## config.mk

```make
export PLATFORM = sky130hd
export DESIGN_NAME = dyadic_convolution_engine
export DESIGN_NICKNAME = d
export VERILOG_FILES = /design/src/rtl/dce_pkg.sv /design/src/rtl/dce_ram.sv /design/src/rtl/dce_ctrl.sv /design/src/rtl/dce_datapath.sv /design/src/rtl/dyadic_convolution_engine.sv
export SDC_FILE = /design/constraint.sdc
export NUM_CORES = 1
export LEC_CHECK = 0
export ABC_AREA = 1
export BUFFER_PORTS_ARGS = -buffer_cell sky130_fd_sc_hd__buf_2
export CORE_ASPECT_RATIO = 2
export CORE_MARGIN = 5
export CORE_UTILIZATION = 55
export DETAILED_ROUTE_END_ITERATION = 10
export PLACE_DENSITY = 0.76
export SLEW_MARGIN = 20
export SYNTH_ARGS = -nofsm -noshare
export SYNTH_HDL_FRONTEND = slang
export SYNTH_SLANG_ARGS = --single-unit
```

## constraint.sdc

```tcl
create_clock -name clock -period 7.1 [get_ports clock]
set_clock_uncertainty 0.15 [all_clocks]
set_input_delay 1.065 -clock clock [delete_from_list [all_inputs] [get_ports clock]]
set_output_delay 1.065 -clock clock [all_outputs]
set_load 0.01 [all_outputs]
```

## src/rtl/dce_pkg.sv

```systemverilog
// ----------------------------------------------------------------------------
// dce_pkg
// Shared types and constants for the dyadic convolution engine: field widths,
// the controller state encoding and the controller/datapath interface.
// ----------------------------------------------------------------------------
package dce_pkg;

   // Field widths
   localparam int IDX_W       = 4;    // element / result index
   localparam int VAL_W       = 16;   // loaded row element
   localparam int PROD_W      = 2 * VAL_W;
   localparam int RES_W       = 38;   // result element
   localparam int REQ_TDATA_W = 40;   // index + a + b, padded to bytes
   localparam int RSP_TDATA_W = 48;   // index + result, padded to bytes

   // Configuration space
   localparam int         CSR_ADDR_W     = 3;
   localparam int         CSR_DATA_W     = 32;
   localparam int         LOG_SIZE_W     = 3;
   localparam logic [LOG_SIZE_W-1:0] LOG_SIZE_RESET = 3'd4;
   // register index taken from the word address bit
   localparam logic       REG_LOG_SIZE   = 1'b0;

   // Controller states
   typedef enum logic [1:0] {
      ST_LOAD,    // accept element pairs
      ST_ISSUE,   // stream n operand reads for the current output column
      ST_DRAIN,   // let the multiply-accumulate pipe empty
      ST_EMIT     // hand the finished column to the output register
   } state_type;

   // Commands from the controller to the datapath
   typedef struct packed {
      logic rd_en;       // read both row stores this cycle
      logic acc_clear;   // zero the accumulator
      logic emit;        // load the output register with the accumulator
      logic emit_last;   // final column of the row
   } cmd_type;

   // Status from the datapath to the controller
   typedef struct packed {
      logic busy;        // reads or products still in flight
      logic out_free;    // output register can take a beat this cycle
   } status_type;

endpackage

```

## src/rtl/dce_ram.sv

```systemverilog
// ----------------------------------------------------------------------------
// dce_ram
// Generic single-write, single-read RAM with registered read data.
// ----------------------------------------------------------------------------
module dce_ram #(
   parameter int WIDTH = 16,
   parameter int DEPTH = 16
) (
   input  logic                                  clock,
   input  logic                                  wr_en,
   input  logic [(DEPTH > 1 ? $clog2(DEPTH) : 1)-1:0] wr_addr,
   input  logic [WIDTH-1:0]                      wr_data,
   input  logic                                  rd_en,
   input  logic [(DEPTH > 1 ? $clog2(DEPTH) : 1)-1:0] rd_addr,
   output logic [WIDTH-1:0]                      rd_data
);

   logic [WIDTH-1:0] mem_ff [DEPTH];
   logic [WIDTH-1:0] rd_data_ff;

   // write port
   always_ff @(posedge clock) begin
      if (wr_en) begin
         mem_ff[wr_addr] <= wr_data;
      end
   end

   // registered read port
   always_ff @(posedge clock) begin
      if (rd_en) begin
         rd_data_ff <= mem_ff[rd_addr];
      end
   end

   assign rd_data = rd_data_ff;

endmodule

```

## src/rtl/dce_ctrl.sv

```systemverilog
// ----------------------------------------------------------------------------
// dce_ctrl
// Sequencer for the dyadic convolution: takes the load phase, then for each
// output column k walks j over the row and issues reads of a[j] and
// b[j xor k], waits for the accumulator and hands each column to the output.
// ----------------------------------------------------------------------------
module dce_ctrl #(
   parameter int MAX_ORDER = 16
) (
   input  logic                         clock,
   input  logic                         reset,
   input  logic                         req_tvalid,
   input  logic                         req_tlast,
   output logic                         req_tready,
   input  logic [dce_pkg::LOG_SIZE_W-1:0] log_size,
   input  dce_pkg::status_type          status,
   output dce_pkg::cmd_type             cmd,
   output logic [(MAX_ORDER > 1 ? $clog2(MAX_ORDER) : 1)-1:0] rd_addr_a,
   output logic [(MAX_ORDER > 1 ? $clog2(MAX_ORDER) : 1)-1:0] rd_addr_b,
   output logic [dce_pkg::IDX_W-1:0]    emit_index
);

   localparam int AW    = (MAX_ORDER > 1) ? $clog2(MAX_ORDER) : 1;
   // log2 of the largest power of two not above MAX_ORDER
   localparam int LGMAX = ((1 << $clog2(MAX_ORDER)) == MAX_ORDER) ?
                          $clog2(MAX_ORDER) : $clog2(MAX_ORDER) - 1;
   localparam int CW    = (LGMAX > 0) ? LGMAX : 1;

   dce_pkg::state_type state_ff, state_in;
   logic [CW-1:0]      j_ff, j_in;
   logic [CW-1:0]      k_ff, k_in;
   logic [CW-1:0]      mask_ff, mask_in;
   logic [dce_pkg::LOG_SIZE_W-1:0] lg_eff;

   // order in use, saturated to what the stores hold
   always_comb begin
      if (log_size > dce_pkg::LOG_SIZE_W'(LGMAX)) begin
         lg_eff = dce_pkg::LOG_SIZE_W'(LGMAX);
      end else begin
         lg_eff = log_size;
      end
   end

   // state and counters
   always_ff @(posedge clock) begin
      if (reset) begin
         state_ff <= dce_pkg::ST_LOAD;
         j_ff     <= '0;
         k_ff     <= '0;
         mask_ff  <= '0;
      end else begin
         state_ff <= state_in;
         j_ff     <= j_in;
         k_ff     <= k_in;
         mask_ff  <= mask_in;
      end
   end

   // next state and commands
   always_comb begin
      state_in      = state_ff;
      j_in          = j_ff;
      k_in          = k_ff;
      mask_in       = mask_ff;
      req_tready    = 1'b0;
      cmd.rd_en     = 1'b0;
      cmd.acc_clear = 1'b0;
      cmd.emit      = 1'b0;
      cmd.emit_last = (k_ff == mask_ff);
      rd_addr_a     = AW'(j_ff);
      rd_addr_b     = AW'(j_ff ^ k_ff);
      emit_index    = dce_pkg::IDX_W'(k_ff);

      case (state_ff)
         dce_pkg::ST_LOAD: begin
            req_tready    = 1'b1;
            cmd.acc_clear = 1'b1;
            j_in          = '0;
            k_in          = '0;
            if (req_tvalid && req_tlast) begin
               mask_in  = CW'((32'd1 << lg_eff) - 32'd1);
               state_in = dce_pkg::ST_ISSUE;
            end
         end
         dce_pkg::ST_ISSUE: begin
            cmd.rd_en = 1'b1;
            if (j_ff == mask_ff) begin
               j_in     = '0;
               state_in = dce_pkg::ST_DRAIN;
            end else begin
               j_in = j_ff + 1'b1;
            end
         end
         dce_pkg::ST_DRAIN: begin
            if (!status.busy) begin
               state_in = dce_pkg::ST_EMIT;
            end
         end
         dce_pkg::ST_EMIT: begin
            if (status.out_free) begin
               cmd.emit      = 1'b1;
               cmd.acc_clear = 1'b1;
               if (k_ff == mask_ff) begin
                  k_in     = '0;
                  state_in = dce_pkg::ST_LOAD;
               end else begin
                  k_in     = k_ff + 1'b1;
                  state_in = dce_pkg::ST_ISSUE;
               end
            end
         end
         default: begin
            state_in = dce_pkg::ST_LOAD;
         end
      endcase
   end

endmodule

```

## src/rtl/dce_datapath.sv

```systemverilog
// ----------------------------------------------------------------------------
// dce_datapath
// Row stores for a and b, one signed multiplier with a product register, the
// column accumulator and the output register of the result stream.
// ----------------------------------------------------------------------------
module dce_datapath #(
   parameter int MAX_ORDER = 16
) (
   input  logic                                clock,
   input  logic                                reset,
   // load side
   input  logic                                load_en,
   input  logic [dce_pkg::IDX_W-1:0]           elem_index,
   input  logic signed [dce_pkg::VAL_W-1:0]    a_value,
   input  logic signed [dce_pkg::VAL_W-1:0]    b_value,
   // controller
   input  dce_pkg::cmd_type                    cmd,
   input  logic [(MAX_ORDER > 1 ? $clog2(MAX_ORDER) : 1)-1:0] rd_addr_a,
   input  logic [(MAX_ORDER > 1 ? $clog2(MAX_ORDER) : 1)-1:0] rd_addr_b,
   input  logic [dce_pkg::IDX_W-1:0]           emit_index,
   output dce_pkg::status_type                 status,
   // result side
   input  logic                                rsp_ready,
   output logic                                rsp_valid,
   output logic [dce_pkg::IDX_W-1:0]           rsp_index,
   output logic signed [dce_pkg::RES_W-1:0]    rsp_value,
   output logic                                rsp_last
);

   localparam int AW = (MAX_ORDER > 1) ? $clog2(MAX_ORDER) : 1;
   localparam int EW = (AW > dce_pkg::IDX_W) ? AW : dce_pkg::IDX_W;

   logic [EW-1:0]                      index_wide;
   logic                               wr_en;
   logic [AW-1:0]                      wr_addr;
   logic signed [dce_pkg::VAL_W-1:0]   a_rd, b_rd;

   logic                               rd_vld_ff, rd_vld_in;
   logic                               prod_vld_ff, prod_vld_in;
   logic signed [dce_pkg::PROD_W-1:0]  prod_ff, prod_in;
   logic signed [dce_pkg::RES_W-1:0]   acc_ff, acc_in;

   logic                               rsp_valid_ff, rsp_valid_in;
   logic [dce_pkg::IDX_W-1:0]          rsp_index_ff, rsp_index_in;
   logic signed [dce_pkg::RES_W-1:0]   rsp_value_ff, rsp_value_in;
   logic                               rsp_last_ff, rsp_last_in;

   // pairs beyond the stores are dropped
   assign index_wide = EW'(elem_index);
   assign wr_en      = load_en && (32'(elem_index) < 32'(MAX_ORDER));
   assign wr_addr    = index_wide[AW-1:0];

   dce_ram #(
      .WIDTH (dce_pkg::VAL_W),
      .DEPTH (MAX_ORDER)
   ) u_a_row (
      .clock   (clock),
      .wr_en   (wr_en),
      .wr_addr (wr_addr),
      .wr_data (a_value),
      .rd_en   (cmd.rd_en),
      .rd_addr (rd_addr_a),
      .rd_data (a_rd)
   );

   dce_ram #(
      .WIDTH (dce_pkg::VAL_W),
      .DEPTH (MAX_ORDER)
   ) u_b_row (
      .clock   (clock),
      .wr_en   (wr_en),
      .wr_addr (wr_addr),
      .wr_data (b_value),
      .rd_en   (cmd.rd_en),
      .rd_addr (rd_addr_b),
      .rd_data (b_rd)
   );

   // multiply-accumulate pipe: read data -> product -> accumulator
   always_comb begin
      rd_vld_in   = cmd.rd_en;
      prod_vld_in = rd_vld_ff;
      prod_in     = prod_ff;
      if (rd_vld_ff) begin
         prod_in = a_rd * b_rd;
      end
      acc_in = acc_ff;
      if (cmd.acc_clear) begin
         acc_in = '0;
      end else if (prod_vld_ff) begin
         acc_in = acc_ff + dce_pkg::RES_W'(prod_ff);
      end
   end

   always_ff @(posedge clock) begin
      if (reset) begin
         rd_vld_ff   <= 1'b0;
         prod_vld_ff <= 1'b0;
      end else begin
         rd_vld_ff   <= rd_vld_in;
         prod_vld_ff <= prod_vld_in;
      end
   end

   always_ff @(posedge clock) begin
      prod_ff <= prod_in;
      acc_ff  <= acc_in;
   end

   // output register; a beat can be replaced in the cycle it is taken
   assign status.busy     = rd_vld_ff || prod_vld_ff;
   assign status.out_free = !rsp_valid_ff || rsp_ready;

   always_comb begin
      rsp_valid_in = rsp_valid_ff && !rsp_ready;
      rsp_index_in = rsp_index_ff;
      rsp_value_in = rsp_value_ff;
      rsp_last_in  = rsp_last_ff;
      if (cmd.emit) begin
         rsp_valid_in = 1'b1;
         rsp_index_in = emit_index;
         rsp_value_in = acc_ff;
         rsp_last_in  = cmd.emit_last;
      end
   end

   always_ff @(posedge clock) begin
      if (reset) begin
         rsp_valid_ff <= 1'b0;
      end else begin
         rsp_valid_ff <= rsp_valid_in;
      end
   end

   always_ff @(posedge clock) begin
      rsp_index_ff <= rsp_index_in;
      rsp_value_ff <= rsp_value_in;
      rsp_last_ff  <= rsp_last_in;
   end

   assign rsp_valid = rsp_valid_ff;
   assign rsp_index = rsp_index_ff;
   assign rsp_value = rsp_value_ff;
   assign rsp_last  = rsp_last_ff;

endmodule

```

## src/rtl/dyadic_convolution_engine.sv

```systemverilog
// ----------------------------------------------------------------------------
// dyadic_convolution_engine
// First row of the product of two recursively block-symmetric matrices, i.e.
// the dyadic (xor) convolution c[k] = sum_j a[j] * b[j xor k] of loaded rows.
// ----------------------------------------------------------------------------
// Load: one element pair per cycle while idle; the last pair starts the row.
// Compute: one multiply-accumulate per cycle while a column's reads issue; each
//   column is n reads, a drain of the read/multiply pipe and an emit that waits
//   out output stalls, over a row of n = 2^log_size (capped at MAX_ORDER) results.
// Loading of the next row opens as soon as the last column enters the output.
// Reset (synchronous): controller idle, output empty, log_size = 4; the row
//   stores are not cleared and hold whatever was loaded last.
module dyadic_convolution_engine #(
   parameter int MAX_ORDER = 16
) (
   input  logic                               clock,
   input  logic                               reset,
   // element pairs in
   input  logic                               req_tvalid,
   output logic                               req_tready,
   input  logic [dce_pkg::REQ_TDATA_W-1:0]    req_tdata,  // elem_index, a_value, b_value
   input  logic                               req_tlast,  // load_last
   // product row out
   output logic                               rsp_tvalid,
   input  logic                               rsp_tready,
   output logic [dce_pkg::RSP_TDATA_W-1:0]    rsp_tdata,  // result_index, result_value
   output logic                               rsp_tlast,  // result_last
   // configuration
   input  logic                               csr_psel,
   input  logic                               csr_penable,
   input  logic                               csr_pwrite,
   input  logic [dce_pkg::CSR_ADDR_W-1:0]     csr_paddr,
   input  logic [dce_pkg::CSR_DATA_W-1:0]     csr_pwdata,
   output logic [dce_pkg::CSR_DATA_W-1:0]     csr_prdata,
   output logic                               csr_pready
);

   localparam int AW = (MAX_ORDER > 1) ? $clog2(MAX_ORDER) : 1;

   logic [dce_pkg::LOG_SIZE_W-1:0] log_size_ff, log_size_in;
   logic                           csr_write;

   dce_pkg::cmd_type               cmd;
   dce_pkg::status_type            status;
   logic [AW-1:0]                  rd_addr_a, rd_addr_b;
   logic [dce_pkg::IDX_W-1:0]      emit_index;
   logic [dce_pkg::IDX_W-1:0]      rsp_index;
   logic signed [dce_pkg::RES_W-1:0] rsp_value;

   // configuration register
   assign csr_pready = 1'b1;
   assign csr_write  = csr_psel && csr_penable && csr_pwrite &&
                       (csr_paddr[2] == dce_pkg::REG_LOG_SIZE);

   always_comb begin
      log_size_in = log_size_ff;
      if (csr_write) begin
         log_size_in = csr_pwdata[dce_pkg::LOG_SIZE_W-1:0];
      end
   end

   always_ff @(posedge clock) begin
      if (reset) begin
         log_size_ff <= dce_pkg::LOG_SIZE_RESET;
      end else begin
         log_size_ff <= log_size_in;
      end
   end

   always_comb begin
      csr_prdata = '0;
      if (csr_paddr[2] == dce_pkg::REG_LOG_SIZE) begin
         csr_prdata = dce_pkg::CSR_DATA_W'(log_size_ff);
      end
   end

   dce_ctrl #(
      .MAX_ORDER (MAX_ORDER)
   ) u_ctrl (
      .clock      (clock),
      .reset      (reset),
      .req_tvalid (req_tvalid),
      .req_tlast  (req_tlast),
      .req_tready (req_tready),
      .log_size   (log_size_ff),
      .status     (status),
      .cmd        (cmd),
      .rd_addr_a  (rd_addr_a),
      .rd_addr_b  (rd_addr_b),
      .emit_index (emit_index)
   );

   dce_datapath #(
      .MAX_ORDER (MAX_ORDER)
   ) u_datapath (
      .clock      (clock),
      .reset      (reset),
      .load_en    (req_tvalid && req_tready),
      .elem_index (req_tdata[3:0]),
      .a_value    (req_tdata[19:4]),
      .b_value    (req_tdata[35:20]),
      .cmd        (cmd),
      .rd_addr_a  (rd_addr_a),
      .rd_addr_b  (rd_addr_b),
      .emit_index (emit_index),
      .status     (status),
      .rsp_ready  (rsp_tready),
      .rsp_valid  (rsp_tvalid),
      .rsp_index  (rsp_index),
      .rsp_value  (rsp_value),
      .rsp_last   (rsp_tlast)
   );

   assign rsp_tdata = {6'd0, rsp_value, rsp_index};

   // nothing may be in flight in the multiply pipe while pairs are loaded
   a_idle_while_loading: assert property (@(posedge clock) disable iff (reset)
      req_tready |-> !status.busy)
      else $error("multiply pipe active during load phase");

   // the final pair of a row closes the load phase
   a_last_closes_load: assert property (@(posedge clock) disable iff (reset)
      (req_tvalid && req_tready && req_tlast) |=> !req_tready)
      else $error("load phase still open after final pair");

   // a row in progress keeps loading closed
   a_row_blocks_load: assert property (@(posedge clock) disable iff (reset)
      (rsp_tvalid && !rsp_tlast) |-> !req_tready)
      else $error("load phase open before row is complete");

endmodule

```

==> impl_metrics.json, run 1 <==
{
  "cts_sinks": 677,
  "synth_compound_area_share_pct": 9.10,
  "tightest_slew_ns": 0.958,
  "final_common_cell": "edfxtp_1",
  "worstPathArrival_ns": 6.79,
  "core_sq_um": 69900,
  "critical_path.startpoint_type": "flip-flop",
  "synthSimpleGateAreaFrac_pct": 11.4,
  "crit_family": "adder cells",
  "rsz0062_at_grt": "no",
  "slowest_delay_ns": 0.71,
  "grt_pass1_wl_microns": 147000,
  "gp_congestion": 0.965,
  "slew-limit-headroom_pct": 36.1,
  "start_util_pct": 55.5,
  "min_path_type": "flip-flop to flip-flop",
  "ys_seq_elements": 677,
  "grt_max_degree": 94,
  "maxCapViolCount": 0,
  "htreeDepth": 2,
  "setup_tns_ns": 0,
  "drive_gt1_share_pct": 7.51,
  "drt_wl_total_microns": 95400,
  "required_ns": 7.33,
  "crit_path_max_fanout": 16,
  "root_buffer": "clkbuf_16",
  "synth.mux.area_fraction_pct": 1.21,
  "worstSkewPairLatency_ns": 0.67,
  "fp-row-count": 137,
  "cts_tree": "yes",
  "grt_pass1_vias": 27900,
  "die_w_microns": 198,
  "dr.first_iter.drc_count": 1817,
  "area_growth_syn_to_layout_pct": 8.21,
  "synthCells": 3689,
  "synth-main-ff-cell": "edfxtp_1",
  "vias_per_cell": 5.70,
  "seq_area_frac_synth_pct": 50.9,
  "synth_xor_area_share_pct": 1.32,
  "cts_resized": 0,
  "min_period_ns": 6.56,
  "path_buf_inv": 4,
  "synth_edf_count": 619,
  "nets": 4192,
  "syn_area_per_cell_sq_um": 10.5,
  "io_pins": 167,
  "hold_viol_final": 0,
  "crit_path_end_kind": "flip-flop",
  "antenna_found_initial": 4,
  "grt.total_usage_pct": 24.9,
  "die_h_microns": 386,
  "syn_area_sq_um": 38800,
  "portBuffers": 95,
  "final_max_slew_viol_count": 0,
  "yosysWarnings": 0,
  "fmax_mhz": 152,
  "drc_errors": 0,
  "cts_setup_buffers": 0,
  "setup_viol": 0,
  "cp_slowest_cell": "fa_1",
  "path_cells": "nand2_1 > inv_1 > fa_1 > inv_1 > fa_1 > fa_1 > fa_1 > fa_1 > fa_1 > inv_1 > ha_1 > nand2_1 > inv_1 > nand2_1 > nor3_1 > nand4_1 > nand3_1 > a21oi_1 > xnor2_1",
  "crit_path_frequent_cell": "fa_1",
  "post-route-period-util_pct": 92.4,
  "setup.worst_path.class": "flip-flop to flip-flop",
  "ys_types": 50,
  "async_flop_share_pct": 0,
  "ant_nets": 0,
  "clockBufferDepth": 3,
  "path_clk_slew_ns": 0.07,
  "outcome": "complete, no violations",
  "cts_buffers": 57,
  "design.die.area_sq_um": 76300,
  "dr.pass1.iters": 5,
  "synth_top_family_by_area": "adder cells",
  "holdBufCountCts": 0,
  "wl_per_cell_microns": 20.4,
  "yosys.area_share.adder_pct": 17.6,
  "overflow": 0,
  "dpl.hpwl_microns": 65500,
  "vias": 26700,
  "final_cell_mix": "619 x edfxtp_1, 594 x inv_1, 554 x nand2_1"
}
## cell usage after synthesis, types with 23 or more instances
master | count | area [sq um]
ha_1 | 125 | 1560
o221ai_1 | 65 | 569
edfxtp_1 | 619 | 18600
nor2_1 | 437 | 1640
nand2_1 | 554 | 2080
buf_2 | 45 | 225
o211ai_1 | 29 | 218
nand3_1 | 78 | 390
a21oi_1 | 89 | 445
clkbuf_1 | 97 | 364
buf_4 | 41 | 308
o21ai_0 | 267 | 1340
o21ai_1 | 23 | 115
fa_1 | 263 | 5270
dfxtp_1 | 58 | 1160
mux2i_1 | 47 | 470
xor2_1 | 36 | 315
inv_1 | 594 | 2230
o22ai_1 | 56 | 350
## stage by stage
stage	cell area, sq um	hold WS, ns	std cells	util, %	setup slack, ns
floorplan	39000	0.281	3723	-	1.14
global placement	40000	0.298	4565	57.3	0.715
detailed placement	40000	0.302	4565	57.3	0.634
CTS	42000	0.317	4670	60.1	0.579
global route	42000	0.325	4670	60.1	0.265
finish	42000	0.316	4673	60.1	0.539
## layout make-up
class                           instances  area (sq um)
Tap cell                              903          1130
Clock buffer                           65          1460
Timing Repair Buffer                  142           828
Sequential cell                       677         19800
Multi-Input combinational cell       2243         16100
Inverter                              600          2250
Antenna cell                            3          7.51
Clock inverter                         40           500
Fill cell                            5629         27900
## state kept, by name, indices dropped and copies added, names as in the netlist
signal	cells
u_ctrl.rd_addr_a	4
u_datapath.prod_vld_ff	1
u_datapath.rsp_index	4
u_ctrl.state_ff	2
u_datapath.u_a_row.rd_data	16
u_ctrl.emit_index	4
u_ctrl.mask_ff	4
u_datapath.u_b_row.mem_ff	256
u_datapath.u_a_row.mem_ff	256
u_datapath.u_b_row.rd_data	16
u_datapath.prod_vld_in	1
log_size_ff	3
u_datapath.rsp_valid	1
u_datapath.rsp_last	1
u_datapath.prod_ff	32
u_datapath.rsp_value	38
u_datapath.acc_ff	38
## final timing paths
path | startpoint | endpoint | slack, ns | depth (start not counted)
worst max-delay path | u_datapath.u_a_row.rd_data[15] | u_datapath.prod_ff[24] | 0.54 | 19
worst min-delay path | u_datapath.acc_ff[29] | u_datapath.rsp_value[29] | 0.32 | 0
worst max register to register | u_datapath.u_a_row.rd_data[15] | u_datapath.prod_ff[24] | 0.54 | 19
worst min register to register | u_datapath.acc_ff[29] | u_datapath.rsp_value[29] | 0.32 | 0
## cells by family after synthesis
kind of cell	Yosys count
mux	47
compound gates	591
buf+inv	803
xor+xnor	57
other cells	2
simple gates	1124
flops	677
fa+ha+maj	388
## per-layer routing
layer  share of wire (%)  vias to the layer above  GRT usage, %
met5               0.015                        -             0
met4                 7.6                        4          16.3
met3                 5.4                      385          3.06
met2                  55                     1046          47.4
met1                  32                    13000          25.0
li1                    -                    12200             -
## worst reg2reg max path, cell delays in order, from the launching register on
cell and delay, ns:
edfxtp_1 0.67, nand2_1 0.25, inv_1 0.11, fa_1 0.71, inv_1 0.11, fa_1 0.57
fa_1 0.45, fa_1 0.58, fa_1 0.43, fa_1 0.49, inv_1 0.04, ha_1 0.33
nand2_1 0.09, inv_1 0.10, nand2_1 0.08, nor3_1 0.37, nand4_1 0.16, nand3_1 0.30
a21oi_1 0.15, xnor2_1 0.15
Power of run 1 is left out: the tool's default activity adds up to more than one toggle a clock period on the data nets, which glitch-free logic cannot reach.
==> inputs of run 2 (changes only) <==
Settings changed: SYNTH_HIERARCHICAL set to 1.
==> run 2 against run 1 <==
  * Count of clock-buffer cells in the layout fell by 2
  * Final cell count increased by 19%
  * Synthesized area is 6.4% higher
  * Cell area grew 6.4%
  * Via count rose by 11%
  * Die area up 6.2%
  * Flip-flop and latch count unchanged
  * Maximum frequency is essentially flat
  * Critical path depth shrank 3
  * Critical endpoint is now u_datapath/prod_ff[27]
  * Synthesized cell count rose by 22%
  * Sequential share of layout area decreased by 2.8 points
==> impl_metrics.json, run 2 <==
{
  "min_period_ns": 6.57,
  "core_sq_um": 74800,
  "seq_area_frac_synth_pct": 47.8,
  "finish.instance_area_sq_um": 44700,
  "design.die.area_sq_um": 81000,
  "slowest_delay_ns": 0.80,
  "dpl.hpwl_microns": 73800,
  "synth_common_cells": "1216 x nand2_1, 970 x inv_1, 619 x edfxtp_1, 453 x nand3_1, 263 x fa_1",
  "path_clk_slew_ns": 0.07,
  "drive_gt1_share_pct": 7.68,
  "synthCells": 4487,
  "endpoint": "u_datapath/prod_ff[27]",
  "yosysWarnings": 6,
  "dr.max_layer_used": "met5",
  "nets": 4993,
  "dpl_cell_area_sq_um": 42700,
  "route.met2.wl_microns": 57300,
  "antenna_found_initial": 8,
  "vias_per_cell": 5.32,
  "holdBufCountCts": 0,
  "crit_path_max_fanout": 16,
  "grt_pass1_wl_microns": 162000,
  "tightest_slew_ns": 1.19,
  "fmax_mhz": 152,
  "critical_path.startpoint_type": "flip-flop",
  "crit_path_frequent_cell": "fa_1",
  "reg.largest.list": "u_datapath/u_a_row/mem_ff x256, u_datapath/u_b_row/mem_ff x256",
  "synth_top_area_share_pct": 45.0,
  "final_max_slew_viol_count": 0,
  "setup.worst_path.start": "u_datapath/u_a_row/rd_data[15]",
  "root_buffer": "clkbuf_16",
  "drc_errors": 0,
  "cts_tree": "yes",
  "r2r-end": "u_datapath/prod_ff[27]",
  "area_growth_syn_to_layout_pct": 8.22,
  "ant_nets": 0,
  "worstPathArrival_ns": 6.82,
  "vias": 29700,
  "rr_startpoint": "u_datapath/u_a_row/rd_data[15]",
  "cts_resized": 0,
  "setup.worst_path.class": "flip-flop to flip-flop",
  "syn_area_per_cell_sq_um": 9.21,
  "syn_area_sq_um": 41300,
  "setup_tns_ns": 0,
  "yosys.area.top_type": "edfxtp_1",
  "final_common_cell": "nand2_1",
  "start_util_pct": 55.2,
  "drt_wl_total_microns": 105000,
  "worstSkewPairLatency_ns": 0.66,
  "overflow": 0,
  "hold_viol_final": 0,
  "grt_max_degree": 96,
  "wl_per_cell_microns": 18.8,
  "dr.pass1.iters": 5,
  "cp_slowest_cell": "fa_1",
  "required_ns": 7.35,
  "min_path_type": "flip-flop to flip-flop",
  "wirelength_met1_microns": 33300,
  "path_cells": "nand2_1 > inv_1 > fa_1 > fa_1 > fa_1 > fa_1 > fa_1 > inv_1 > fa_1 > inv_1 > ha_1 > a21oi_1 > o21ai_0 > a21boi_0 > nand3_1 > xor2_1",
  "maxCapViolCount": 0,
  "dr.first_iter.drc_count": 2086,
  "reg2reg_slack_ns": 0.53,
  "setup_viol": 0,
  "io_pins": 167,
  "portBuffers": 95,
  "fillerInstances": 6083,
  "final_cell_mix": "1216 x nand2_1, 969 x inv_1, 619 x edfxtp_1",
  "synth-main-ff-cell": "edfxtp_1",
  "rsz0062_at_grt": "no",
  "fin_hold_ws_ns": 0.288,
  "grt.total_usage_pct": 25.8,
  "yosysMostFrequentCell": "nand2_1",
  "synth_edf_count": 619,
  "r2r.worst_path.cells": 16,
  "die_w_microns": 204,
  "die_h_microns": 398,
  "crit_path_end_kind": "flip-flop",
  "grt_pass1_vias": 30600,
  "cts_buffers": 56,
  "clockBufferDepth": 3,
  "ys_seq_elements": 677,
  "dr_wl_met3_microns": 6210,
  "post-route-period-util_pct": 92.5,
  "cts_setup_buffers": 0,
  "synth_area_leaders": "edfxtp_1 45%, fa_1 13%, nand2_1 11%, inv_1 8.8%, nand3_1 5.5%",
  "cts_sinks": 677,
  "slew-limit-headroom_pct": 20.9,
  "gp_congestion": 1.00,
  "ys_types": 49,
  "outcome": "complete, no violations",
  "async_flop_share_pct": 0,
  "htreeDepth": 2,
  "fp-row-count": 142
}
[run 2: changes by cell type in the layout (fill, tap and decap cells not counted), moves of 16 or more]
cell      previous run  this run
o21ai_0            267        49
nand3_1             78       453
nor2_2               6        31
a21oi_1             89        73
o211ai_1            29         1
inv_1              594       969
nand2_1            554      1216
o22ai_1             56         0
nor2_1             420       202
o221ai_1            65         1
mux2i_1             47         0
[run 2: stage by stage]
stage | cells | util (%) | setup WS (ns)
final | 5579 | 59.8 | 0.533
after CTS | 5576 | 59.7 | 0.515
after global routing | 5577 | 59.8 | 0.304
after global placement | 5472 | 57.0 | 0.602
after detailed placement | 5472 | 57.0 | 0.555
after floorplan | 4521 | - | 1.39
[run 2: how the worst min path moves through the flow]
| stage | startpoint | to | slack, ns | cells past startpoint |
|---|---|---|---|---|
| final | u_datapath/acc_ff[7] | u_datapath/rsp_value[7] | 0.29 | 0 |
| after global placement | u_datapath/acc_ff[31] | u_datapath/rsp_value[31] | 0.31 | 0 |
| after global routing | u_datapath/acc_ff[36] | u_datapath/rsp_value[36] | 0.33 | 0 |
| after CTS | u_datapath/acc_ff[7] | u_datapath/rsp_value[7] | 0.28 | 0 |
| after floorplan | u_datapath/acc_ff[0] | u_datapath/rsp_value[0] | 0.28 | 0 |
| after detailed placement | u_datapath/acc_ff[34] | u_datapath/rsp_value[34] | 0.31 | 0 |
[run 2: routing by layer]
layer | vias up | global-route usage (%)
met3 | 425 | 3.22
met5 | - | 0
met1 | 14200 | 25.7
met4 | 8 | 16.9
met2 | 1174 | 49.2
li1 | 13900 | -
[run 2: final cells by class]
class | instances | area, sq um | area share (%)
clock inverter | 41 | 576 | 1.29
multi-input combinational | 2651 | 17100 | 38.1
sequential | 677 | 19800 | 44.2
antenna | 3 | 7.51 | 0.0168
clock buffer | 63 | 1450 | 3.24
timing repair buffer | 154 | 918 | 2.05
inverter | 982 | 3690 | 8.25
tap | 1008 | 1260 | 2.82
[run 2: logic make-up (layout without fill, tap and decap cells)]
group,after synthesis,in the layout,share of synthesized area [%]
compound gates,184,184,2.62
buf+inv,1193,1240,11.7
flops,677,677,47.8
other cells,2,39,0.0182
simple gates,1983,1983,20.0
xor+xnor,60,60,1.27
fa+ha+maj,388,388,16.5
[run 2: critical path: cells and delay by family (launching register included)]
| kind | cells | cell delay [ns] |
|---|---|---|
| AO/OA/AOI/OAI | 3 | 0.71 |
| buffers and inverters | 3 | 0.26 |
| XOR/XNOR | 1 | 0.20 |
| adder cells (fa/ha/maj) | 7 | 3.76 |
| AND/OR/NAND/NOR | 2 | 0.46 |
| flip-flops | 1 | 0.75 |
Power of run 2 is left out for the same reason.
